`config.mk`:
```
export PLATFORM = sky130hd
export DESIGN_NAME = mit_command_frame_encoder_core
export DESIGN_NICKNAME = d
export VERILOG_FILES = /design/src/hw/rtl/mcfe_pkg.sv /design/src/hw/rtl/mit_command_frame_encoder_core.sv /design/src/hw/rtl/mcfe_quant.sv
export SDC_FILE = /design/constraint.sdc
export NUM_CORES = 2
export LEC_CHECK = 0
export ABC_AREA = 1
export BUFFER_PORTS_ARGS = -buffer_cell sky130_fd_sc_hd__buf_2
export CORE_MARGIN = 1
export CORE_UTILIZATION = 45
export CTS_CLUSTER_DIAMETER = 150
export DETAILED_ROUTE_END_ITERATION = 16
export GPL_TIMING_DRIVEN = 0
export PLACE_DENSITY_LB_ADDON = 0.2
export SETUP_SLACK_MARGIN = 0.3
export SLEW_MARGIN = 20
export SYNTH_ARGS = -nofsm -noshare
export SYNTH_HDL_FRONTEND = slang
export SYNTH_SLANG_ARGS = --single-unit
```
`constraint.sdc`:
```
create_clock -name clk -period 7.2 [get_ports clk]
set_input_delay 0.36 -clock clk [delete_from_list [all_inputs] [get_ports clk]]
set_output_delay 0.36 -clock clk [all_outputs]
set_load 0.03 [all_outputs]
```
`src/hw/rtl/mcfe_pkg.sv`:
```
// Shared types and constants for the motor command frame encoder.
// Holds lane scaling tables, command codes and fixed frame patterns.
// No dependencies.
package mcfe_pkg;

  // Fraction bits of the signed fixed-point set-point inputs
  localparam int FRAC_BITS = 16;

  localparam int IN_W   = 32;   // set-point input width
  localparam int ID_W   = 11;   // CAN identifier width
  localparam int DATA_W = 64;   // frame payload width
  localparam int CMD_W  = 2;

  localparam int NLANE  = 5;    // position, velocity, kp, kd, torque

  // Scaled input: position is multiplied by 100 so 12.57 becomes integral
  localparam int XW = IN_W + 7;
  // Offset from the lower bound, below span * 2^FRAC_BITS (span < 2^12)
  localparam int DW = 12 + FRAC_BITS;
  // Offset times the largest code (codes are at most 16 bits)
  localparam int NW = DW + 16;
  // Quotient dividend after dropping the fraction bits
  localparam int MW = NW - FRAC_BITS;
  // Reciprocal shift: must exceed every dividend
  localparam int RK = MW;
  localparam int PW = 2 * MW;
  // Code width
  localparam int QW = 16;

  // Per lane: input scale, bounds (in scaled units), code width and code LSB in the payload
  localparam int LANE_SCALE [NLANE] = '{100, 1, 1, 1, 1};
  localparam int LANE_LO    [NLANE] = '{-1257, -50, 0, 0, -6};
  localparam int LANE_HI    [NLANE] = '{1257, 50, 500, 5, 6};
  localparam int LANE_BITS  [NLANE] = '{16, 12, 12, 12, 12};
  localparam int LANE_LSB   [NLANE] = '{48, 36, 24, 12, 0};

  // Command codes
  localparam logic [CMD_W-1:0] CMD_CONTROL = 2'd0;
  localparam logic [CMD_W-1:0] CMD_ENABLE  = 2'd1;
  localparam logic [CMD_W-1:0] CMD_DISABLE = 2'd2;
  localparam logic [CMD_W-1:0] CMD_ZERO    = 2'd3;

  // Fixed frames: seven 0xFF bytes then the command byte
  localparam logic [DATA_W-1:0] FRAME_FILL    = 64'hFFFF_FFFF_FFFF_FF00;
  localparam logic [DATA_W-1:0] FRAME_ENABLE  = FRAME_FILL | 64'h0000_0000_0000_00FC;
  localparam logic [DATA_W-1:0] FRAME_DISABLE = FRAME_FILL | 64'h0000_0000_0000_00FD;
  localparam logic [DATA_W-1:0] FRAME_ZERO    = FRAME_FILL | 64'h0000_0000_0000_00FE;

  localparam logic [ID_W-1:0] MOTOR_ID_RESET = 11'd3;

  // Sideband that travels with each request through the pipeline
  typedef struct packed {
    logic             valid;
    logic [CMD_W-1:0] cmd;
  } mcfe_tag_t;

endpackage

```
`src/hw/rtl/mit_command_frame_encoder_core.sv`:
```
// Motor command frame encoder: one 8-byte command frame per request.
// A request passes the quantiser stages, then the output register, which raises done.
// Throughput: one request per cycle while busy is low; every stage advances each cycle, nothing feeds back.
// Reset: synchronous, active high; clears all valid bits, sets motor_id to 3;
// busy is rst registered and falls in the cycle after rst. The receiver cannot stall.
// Depends on mcfe_pkg and mcfe_quant.
module mit_command_frame_encoder_core (
  input  logic                                clk,
  input  logic                                rst,
  input  logic                                start,
  output logic                                busy,
  input  logic [mcfe_pkg::CMD_W-1:0]          cmd,
  input  logic signed [mcfe_pkg::IN_W-1:0]    target_position,
  input  logic signed [mcfe_pkg::IN_W-1:0]    target_velocity,
  input  logic signed [mcfe_pkg::IN_W-1:0]    stiffness_gain,
  input  logic signed [mcfe_pkg::IN_W-1:0]    damping_gain,
  input  logic signed [mcfe_pkg::IN_W-1:0]    feedforward_torque,
  input  logic                                cfg_we,
  input  logic [mcfe_pkg::ID_W-1:0]           cfg_data,
  output logic                                done,
  output logic [mcfe_pkg::ID_W-1:0]           frame_id,
  output logic [mcfe_pkg::DATA_W-1:0]         frame_data
);
  import mcfe_pkg::*;

  logic [ID_W-1:0]   motor_id;
  mcfe_tag_t         tag_in;
  mcfe_tag_t         tag_q;
  logic [DATA_W-1:0] ctrl_data;
  logic [DATA_W-1:0] frame_data_next;

  // Identifier register: written directly, no read-back
  always_ff @(posedge clk) begin
    if (rst) begin
      motor_id <= MOTOR_ID_RESET;
    end else if (cfg_we) begin
      motor_id <= cfg_data;
    end
  end

  // Hold off requests only around reset; otherwise take one every cycle
  always_ff @(posedge clk) begin
    busy <= rst;
  end

  assign tag_in.valid = start & ~busy;
  assign tag_in.cmd   = cmd;

  // Quantise the set-points; the command rides alongside
  mcfe_quant u_quant (
    .clk                (clk),
    .rst                (rst),
    .tag_in             (tag_in),
    .target_position    (target_position),
    .target_velocity    (target_velocity),
    .stiffness_gain     (stiffness_gain),
    .damping_gain       (damping_gain),
    .feedforward_torque (feedforward_torque),
    .tag_out            (tag_q),
    .ctrl_data          (ctrl_data)
  );

  // Select the quantised payload or one of the fixed frames
  always_comb begin
    unique case (tag_q.cmd)
      CMD_CONTROL: frame_data_next = ctrl_data;
      CMD_ENABLE:  frame_data_next = FRAME_ENABLE;
      CMD_DISABLE: frame_data_next = FRAME_DISABLE;
      CMD_ZERO:    frame_data_next = FRAME_ZERO;
      default:     frame_data_next = ctrl_data;
    endcase
  end

  // Output register: strobe for exactly one cycle per request
  always_ff @(posedge clk) begin
    if (rst) begin
      done <= 1'b0;
    end else begin
      done <= tag_q.valid;
    end
    if (tag_q.valid) begin
      frame_id   <= motor_id;
      frame_data <= frame_data_next;
    end
  end

endmodule

```
`src/hw/rtl/mcfe_quant.sv`:
```
// Five-stage quantiser for the five control set-points.
// Scales, saturates and divides by each lane's span, then packs the codes.
// Depends on mcfe_pkg.
module mcfe_quant (
  input  logic                                 clk,
  input  logic                                 rst,
  input  mcfe_pkg::mcfe_tag_t                  tag_in,
  input  logic signed [mcfe_pkg::IN_W-1:0]     target_position,
  input  logic signed [mcfe_pkg::IN_W-1:0]     target_velocity,
  input  logic signed [mcfe_pkg::IN_W-1:0]     stiffness_gain,
  input  logic signed [mcfe_pkg::IN_W-1:0]     damping_gain,
  input  logic signed [mcfe_pkg::IN_W-1:0]     feedforward_torque,
  output mcfe_pkg::mcfe_tag_t                  tag_out,
  output logic [mcfe_pkg::DATA_W-1:0]          ctrl_data
);
  import mcfe_pkg::*;

  logic signed [IN_W-1:0] x_in [NLANE];

  logic signed [XW-1:0] xs     [NLANE];
  logic [DW-1:0]        d      [NLANE];
  logic                 lo2    [NLANE];
  logic                 hi2    [NLANE];
  logic [MW-1:0]        m3     [NLANE];
  logic                 lo3    [NLANE];
  logic                 hi3    [NLANE];
  logic [MW-1:0]        m4     [NLANE];
  logic [QW-1:0]        qe     [NLANE];
  logic                 lo4    [NLANE];
  logic                 hi4    [NLANE];
  logic [QW-1:0]        code   [NLANE];

  mcfe_tag_t tag1, tag2, tag3, tag4, tag5;

  always_comb begin
    x_in[0] = target_position;
    x_in[1] = target_velocity;
    x_in[2] = stiffness_gain;
    x_in[3] = damping_gain;
    x_in[4] = feedforward_torque;
  end

  for (genvar g = 0; g < NLANE; g++) begin : g_lane
    localparam longint ONE_S = longint'(1) << FRAC_BITS;
    localparam logic signed [XW-1:0] SC   = XW'(longint'(LANE_SCALE[g]));
    localparam logic signed [XW-1:0] LO_S = XW'(longint'(LANE_LO[g]) * ONE_S);
    localparam logic signed [XW-1:0] HI_S = XW'(longint'(LANE_HI[g]) * ONE_S);
    localparam longint SPAN = longint'(LANE_HI[g] - LANE_LO[g]);
    localparam logic [MW-1:0] SPAN_M = MW'(SPAN);
    localparam logic [MW-1:0] RECIP  = MW'((longint'(1) << RK) / SPAN);
    localparam logic [QW-1:0] MAXCODE = QW'((longint'(1) << LANE_BITS[g]) - 1);

    logic signed [XW-1:0] diff;
    logic [NW-1:0]        n;
    logic [PW-1:0]        prod;
    logic [MW-1:0]        qs;
    logic [MW-1:0]        r;
    logic [QW-1:0]        q;

    assign diff = xs[g] - LO_S;
    assign n    = (NW'(d[g]) << LANE_BITS[g]) - NW'(d[g]);
    assign prod = PW'(m3[g]) * PW'(RECIP);
    assign qs   = MW'(MW'(qe[g]) * SPAN_M);
    assign r    = m4[g] - qs;
    assign q    = (r >= SPAN_M) ? qe[g] + QW'(1) : qe[g];

    always_ff @(posedge clk) begin
      // scale
      xs[g] <= XW'(x_in[g]) * SC;
      // offset from the lower bound, flag saturation
      d[g]   <= diff[DW-1:0];
      lo2[g] <= (xs[g] <= LO_S);
      hi2[g] <= (xs[g] >= HI_S);
      // times the largest code, drop the fraction
      m3[g]  <= MW'(n >> FRAC_BITS);
      lo3[g] <= lo2[g];
      hi3[g] <= hi2[g];
      // reciprocal estimate, low by at most one
      qe[g]  <= QW'(prod >> RK);
      m4[g]  <= m3[g];
      lo4[g] <= lo3[g];
      hi4[g] <= hi3[g];
      // correct and saturate
      if (lo4[g]) begin
        code[g] <= '0;
      end else if (hi4[g]) begin
        code[g] <= MAXCODE;
      end else begin
        code[g] <= q;
      end
    end
  end

  always_ff @(posedge clk) begin
    if (rst) begin
      tag1.valid <= 1'b0;
      tag2.valid <= 1'b0;
      tag3.valid <= 1'b0;
      tag4.valid <= 1'b0;
      tag5.valid <= 1'b0;
    end else begin
      tag1.valid <= tag_in.valid;
      tag2.valid <= tag1.valid;
      tag3.valid <= tag2.valid;
      tag4.valid <= tag3.valid;
      tag5.valid <= tag4.valid;
    end
    tag1.cmd <= tag_in.cmd;
    tag2.cmd <= tag1.cmd;
    tag3.cmd <= tag2.cmd;
    tag4.cmd <= tag3.cmd;
    tag5.cmd <= tag4.cmd;
  end

  assign tag_out = tag5;

  always_comb begin
    ctrl_data = '0;
    for (int i = 0; i < NLANE; i++) begin
      ctrl_data = ctrl_data | (DATA_W'(code[i]) << LANE_LSB[i]);
    end
  end

endmodule

```
* Word level (Yosys, flattened, before mapping)
Memory sizes are Yosys's and may differ from the RTL's.
Cells that the tools add are included.
** Word-level totals
- Memories :: 12
- Register bits after elaboration :: 103
- Bits in writable memories :: 805
- Word-level logic and storage cells :: 147
** Cells by class
- Multipliers :: 11
- Add/sub/neg operators :: 18
- Order comparisons :: 15
- Equality and inequality tests :: 3
- Muxes and demuxes :: 56
- Reduce and logical (&&, ||, !) cells :: 1
- Bitwise gates (word level) :: 16
** Memories
- u_quant.xs :: depth 5, width 39, read ports 5, clocked after Yosys merged registers in 0, wr ports 5, RTL line mcfe_quant.sv:20 : logic signed [XW-1:0] xs [NLANE];
- u_quant.d :: depth 5, width 28, read ports 5, clocked after Yosys merged registers in 0, wr ports 5, RTL line mcfe_quant.sv:21 : logic [DW-1:0] d [NLANE];
- u_quant.m3 :: depth 5, width 28, read ports 5, clocked after Yosys merged registers in 0, wr ports 5, RTL line mcfe_quant.sv:24 : logic [MW-1:0] m3 [NLANE];
- u_quant.m4 :: depth 5, width 28, read ports 5, clocked after Yosys merged registers in 0, wr ports 5, RTL line mcfe_quant.sv:27 : logic [MW-1:0] m4 [NLANE];
- u_quant.code :: depth 5, width 16, read ports 5, clocked after Yosys merged registers in 0, wr ports 5, RTL line mcfe_quant.sv:31 : logic [QW-1:0] code [NLANE];
- u_quant.qe :: depth 5, width 16, read ports 5, clocked after Yosys merged registers in 0, wr ports 5, RTL line mcfe_quant.sv:28 : logic [QW-1:0] qe [NLANE];
- +6 memories
** Operators by type and width (count)
- case mux 64 bit (4 select lines) :: 1
- 2-to-1 mux 16 bit :: 15
- subtractor 40 x 28 -> 41 bit :: 4
- adder 16 x 1 -> 16 bit (second input constant) :: 5
- greater-or-equal comparator 39 x 20 -> 1 bit (second input constant) :: 2
- <= comparator 39 x 1 -> 1 bit (second input constant) :: 2
- bitwise OR 64 x 16 -> 64 bit :: 1
- bitwise OR 64 x 28 -> 64 bit :: 1
- bitwise OR 64 x 40 -> 64 bit :: 1
- bitwise OR 64 x 52 -> 64 bit :: 1
- multiplier 28 x 25 -> 44 bit (second input constant) :: 1
- multiplier 28 x 26 -> 44 bit (second input constant) :: 1
- subtractor 44 x 28 -> 44 bit :: 1
- multiplier 28 x 19 -> 43 bit (second input constant) :: 1
- multiplier 28 x 21 -> 43 bit (second input constant) :: 1
- multiplier 28 x 14 -> 41 bit (second input constant) :: 1
- 2-to-1 mux 1 bit :: 40
- greater-or-equal comparator 39 x 23 -> 1 bit (second input constant) :: 1
- greater-or-equal comparator 39 x 26 -> 1 bit (second input constant) :: 1
- greater-or-equal comparator 39 x 28 -> 1 bit (second input constant) :: 1
- <= comparator 39 x 20 -> 1 bit (second input constant) :: 1
- <= comparator 39 x 23 -> 1 bit (second input constant) :: 1
- <= comparator 39 x 28 -> 1 bit (second input constant) :: 1
- multiplier 32 x 6 -> 37 bit (second input constant) :: 1
- other kinds (24) :: 34

* Logic depth before layout (Yosys ltp)
An unclocked memory read counts as a cell.
- Depth after elaboration :: 6
- Gate-level depth with buffers :: 40
- Depth with buffers taken out :: 39

* Hierarchy
A second synthesis with hierarchy kept.
** Unflattened totals
- Cell total of the unflattened synthesis :: 10691
- Area, all modules :: 90719.5 µm²
** Modules (own cells, without submodules)
- mcfe_quant :: cells each 10407, sequential area each 15955.3 µm², times used 1, area each 87412.6 µm²
- mit_command_frame_encoder_core :: cells each 284, sequential area each 2512.4 µm², times used 1, area each 3306.9 µm²

* Least setup slack after synthesis
No wires, ideal clock.
- Path type :: reg-to-reg
- Start point :: memory u_quant.qe[0][5]
- End point :: memory u_quant.code[0][10], data pin
- Setup slack :: 0.774 ns
- Data arrival time :: 6.162 ns
- Clock period less this slack :: 6.426 ns
- Data required time :: 6.936 ns
- Path buffers :: 1
- Stages on the path, launching flop included :: 40
- Cell sequence :: dfxtp_1 > fa_1 > ha_1 > inv_1 > fa_1 > inv_1 > fa_1 > inv_1 > fa_1 > inv_1 > ha_1 > nand2_1 > nand2_1 > nand2_1 > nand2_1 > a21oi_1 > o21bai_1 > a21oi_1 > (+4 left out) > xor2_1 > ha_1 > nand2_1 > nor2_1 > nand2_1 > nor3_1 > nand2_1 > nand4_1 > nand2_1 > inv_1 > nand3_1 > nor2_1 > nand4_2 > buf_2 > nand2_1 > nand2_1 > nand2_1 > nand2_1
** RTL lines (RTL line)
- start, declared :: mcfe_quant.sv:28
- end, declared :: mcfe_quant.sv:31

==> results.sh <==
export IMPL_status="completed"
export IMPL_yosysWarnings=0
export IMPL_grt_max_degree=41
export IMPL_grt_antenna_before_repair=16
export IMPL_synth_cell_types=69
export IMPL_cp_max_fo=7
export IMPL_grt_pass1_vias=72300
export IMPL_final_cells=14000
export IMPL_dieArea_um2=202000
export IMPL_dpl_cell_count=13600
export IMPL_io_pin_count=254
export IMPL_globalplace_congestion=0.958
export IMPL_netlist_area_um2=90200
export IMPL_cts_tree="yes"
export IMPL_cts_buffers=93
export IMPL_max_slew_margin=0.345
export IMPL_grt_pass1_wl_mm=381
export IMPL_postRouteAntennaNets=0
export IMPL_routed_via_density=4.96
export IMPL_ys_ff_latch=845
export IMPL_ys_seq_area_frac=0.205
export IMPL_fin_crit_sh=0.918
export IMPL_fmaxAchievable_mhz=151
export IMPL_async_flop_share=0
export IMPL_clock_root_buffer="clkbuf_16"
export IMPL_drt_wirelength_per_cell_um=17.1
export IMPL_finalSetupViolCount=0
export IMPL_die_w_um=450
export IMPL_fillCellCount=18900
export IMPL_period_minus_slack_ns=6.61
export IMPL_multi_input_area_um2=62500
export IMPL_drtIter0Drc=3119
export IMPL_worstSetupPathType="flip-flop to flip-flop"
export IMPL_clkTransAtPathRegs_ns=0.06
export IMPL_grt_overflow=0
export IMPL_drv_slew=0
export IMPL_place_area_um2=95200
export IMPL_layout_commonest_cell="inv_1"
export IMPL_cp_data_required_time_ns=7.86
export IMPL_worstMarginPinSlew_ns=0.982
export IMPL_clock_sinks=845
export IMPL_clockBufferDepth=3
export IMPL_first_pass_iters=6
export IMPL_start_util=0.455
export IMPL_r2r_cells=19
export IMPL_finalWirelength_mm=239
export IMPL_worstSetupStartpointType="flip-flop"
export IMPL_drc=0
export IMPL_syn_inst=10600
export IMPL_core_um2=198000
export IMPL_hp_class="input port to flip-flop"
export IMPL_final_layout_size_suffix_gt1_frac=0.0580
export IMPL_final_nets=13900
export IMPL_num_vias=69300
export IMPL_worstPathArrival_ns=7.27
export IMPL_fp_dieH_um=450
export IMPL_htreeDepth=3
export IMPL_syn_area_per_cell_um2=8.49
export IMPL_final_cell_area_um2=101000
export IMPL_synth_edf_count=155
export IMPL_rsz0062_at_grt="no"
export IMPL_area_growth_syn_to_layout_pct=11.7
export IMPL_finalHoldViolations=0
export IMPL_ff_latch_area_um2=18500
export IMPL_dp_hpwl_mm=205
export IMPL_num_rows=163
export IMPL_portBuffers=253
export IMPL_endpoint_kind="flip-flop"
export IMPL_maxCapViolCount=0
export IMPL_track_usage=0.237
export IMPL_holdPathStages=4
export IMPL_clock_skew_ns=0.0331
export IMPL_final_cell_mix="inv_1 (2585), nand2_1 (1765), ha_1 (1483)"
export IMPL_clock_latency_ns=0.75
export IMPL_synth_top_flop_cell="dfxtp_1"
==> final timing paths <==
check | from | end | slack, ns
hold reg to reg | u_quant.lo2[0][3] | u_quant.lo3[0][3] | 0.32
setup / recovery | u_quant.m3[0][84] | u_quant.qe[0][62] | 0.59
hold / removal | target_position[31] | u_quant.xs[0][38] | 0.15
setup reg to reg | u_quant.m3[0][84] | u_quant.qe[0][62] | 0.59
==> sequential cells by signal, indices dropped and copies added (netlist names), 11 cells and up <==
register,cells
frame_id,11
u_quant.xs,165
u_quant.qe,80
u_quant.d,138
u_quant.code,80
frame_data,64
motor_id,11
u_quant.m3,128
u_quant.m4,121
==> logic make-up after synthesis <==
logic type                 after synthesis  share of synthesized area
buffers and inverters                 2644                      0.111
DFF                                    845                      0.205
other                                    1                  0.0000416
and+or+nand+nor                       3185                      0.150
xor gates and xnor gates               426                     0.0414
AOI/OAI and AO/OA                     1037                     0.0647
adders and majority gates             2494                      0.429
==> Yosys cell counts, types with 6 or more instances <==
cell type	instances	area [um^2]
inv_1	2591	9730
nand2_1	1780	6680
ha_1	1499	18800
fa_1	995	19900
dfxtp_1	690	13800
nor2_1	603	2260
a21oi_1	518	2590
nand3_1	358	1790
xor2_1	287	2510
o21ai_0	263	1320
nand4_1	169	1060
edfxtp_1	155	4650
xnor2_1	139	1220
nor3_1	104	521
nor4_1	73	457
a21o_1	37	278
a31oi_1	33	206
o21a_1	30	225
o21bai_1	27	203
nand3b_1	22	165
clkbuf_1	20	75.1
o211ai_1	19	143
a21boi_0	18	135
or2_2	17	106
a211oi_1	14	105
o21ai_1	14	70.1
inv_2	12	45.0
nor2_2	12	75.1
buf_2	11	55.1
o31ai_1	11	82.6
a221oi_1	9	78.8
o2111ai_1	9	78.8
o221ai_1	9	78.8
and3_1	7	43.8
nor2_4	7	78.8
and2_1	6	37.5
==> final cells by class <==
cell class                 instances  area share
tap                             2640      0.0328
sequential                       845       0.184
clock buffer                     115      0.0259
antenna                            8    0.000199
inverter                        2604      0.0970
buffer                            40     0.00218
multi-input combinational       7222       0.620
clock inverter                    59     0.00734
timing repair buffer             439      0.0305
==> worst max-delay path, stage by stage (launching register included) <==
cell	delay [ns]
dfxtp_1	0.75
ha_1	0.35
inv_1	0.12
fa_1	0.54
inv_1	0.08
fa_1	0.50
fa_1	0.55
inv_1	0.07
fa_1	0.52
fa_1	0.54
inv_1	0.05
fa_1	0.47
ha_1	0.33
nand2_1	0.11
nor2_1	0.14
inv_1	0.08
nor4_1	0.60
o2111ai_1	0.33
nand3_1	0.24
xor2_1	0.15
==> stage by stage <==
step                hold WS, ns  utilization  TNS (ns)  setup slack [ns]
floorplan                 0.310            -         0             0.774
global placement          0.312        0.480     -2.29            -0.237
detailed placement        0.312        0.480     -3.55            -0.325
CTS                      0.0826        0.505         0             0.318
global route              0.138        0.509         0             0.252
finish                    0.154        0.509         0             0.593
==> what timing repair did <==
action / 4_1_cts / 5_1_grt
cloned: 0 / 1
pin swaps: 1 / 25
endpoints found under the hold margin: 153 / 0
setup buffers: 7 / 26
resized for setup: 29 / 124
hold buffers: 150 / 0
setup endpoints to repair: 24 / 34
==> metal layers <==
layer,GRT usage,routed length [um],vias up
met3,0.0264,8940,349
met4,0.0743,7770,0
met2,0.413,116000,1306
met5,0,0,-
met1,0.306,107000,33100
li1,-,-,34600
Power is left out: the tool's default activity adds up to more than one toggle a clock period on the data nets, which glitch-free logic cannot reach.
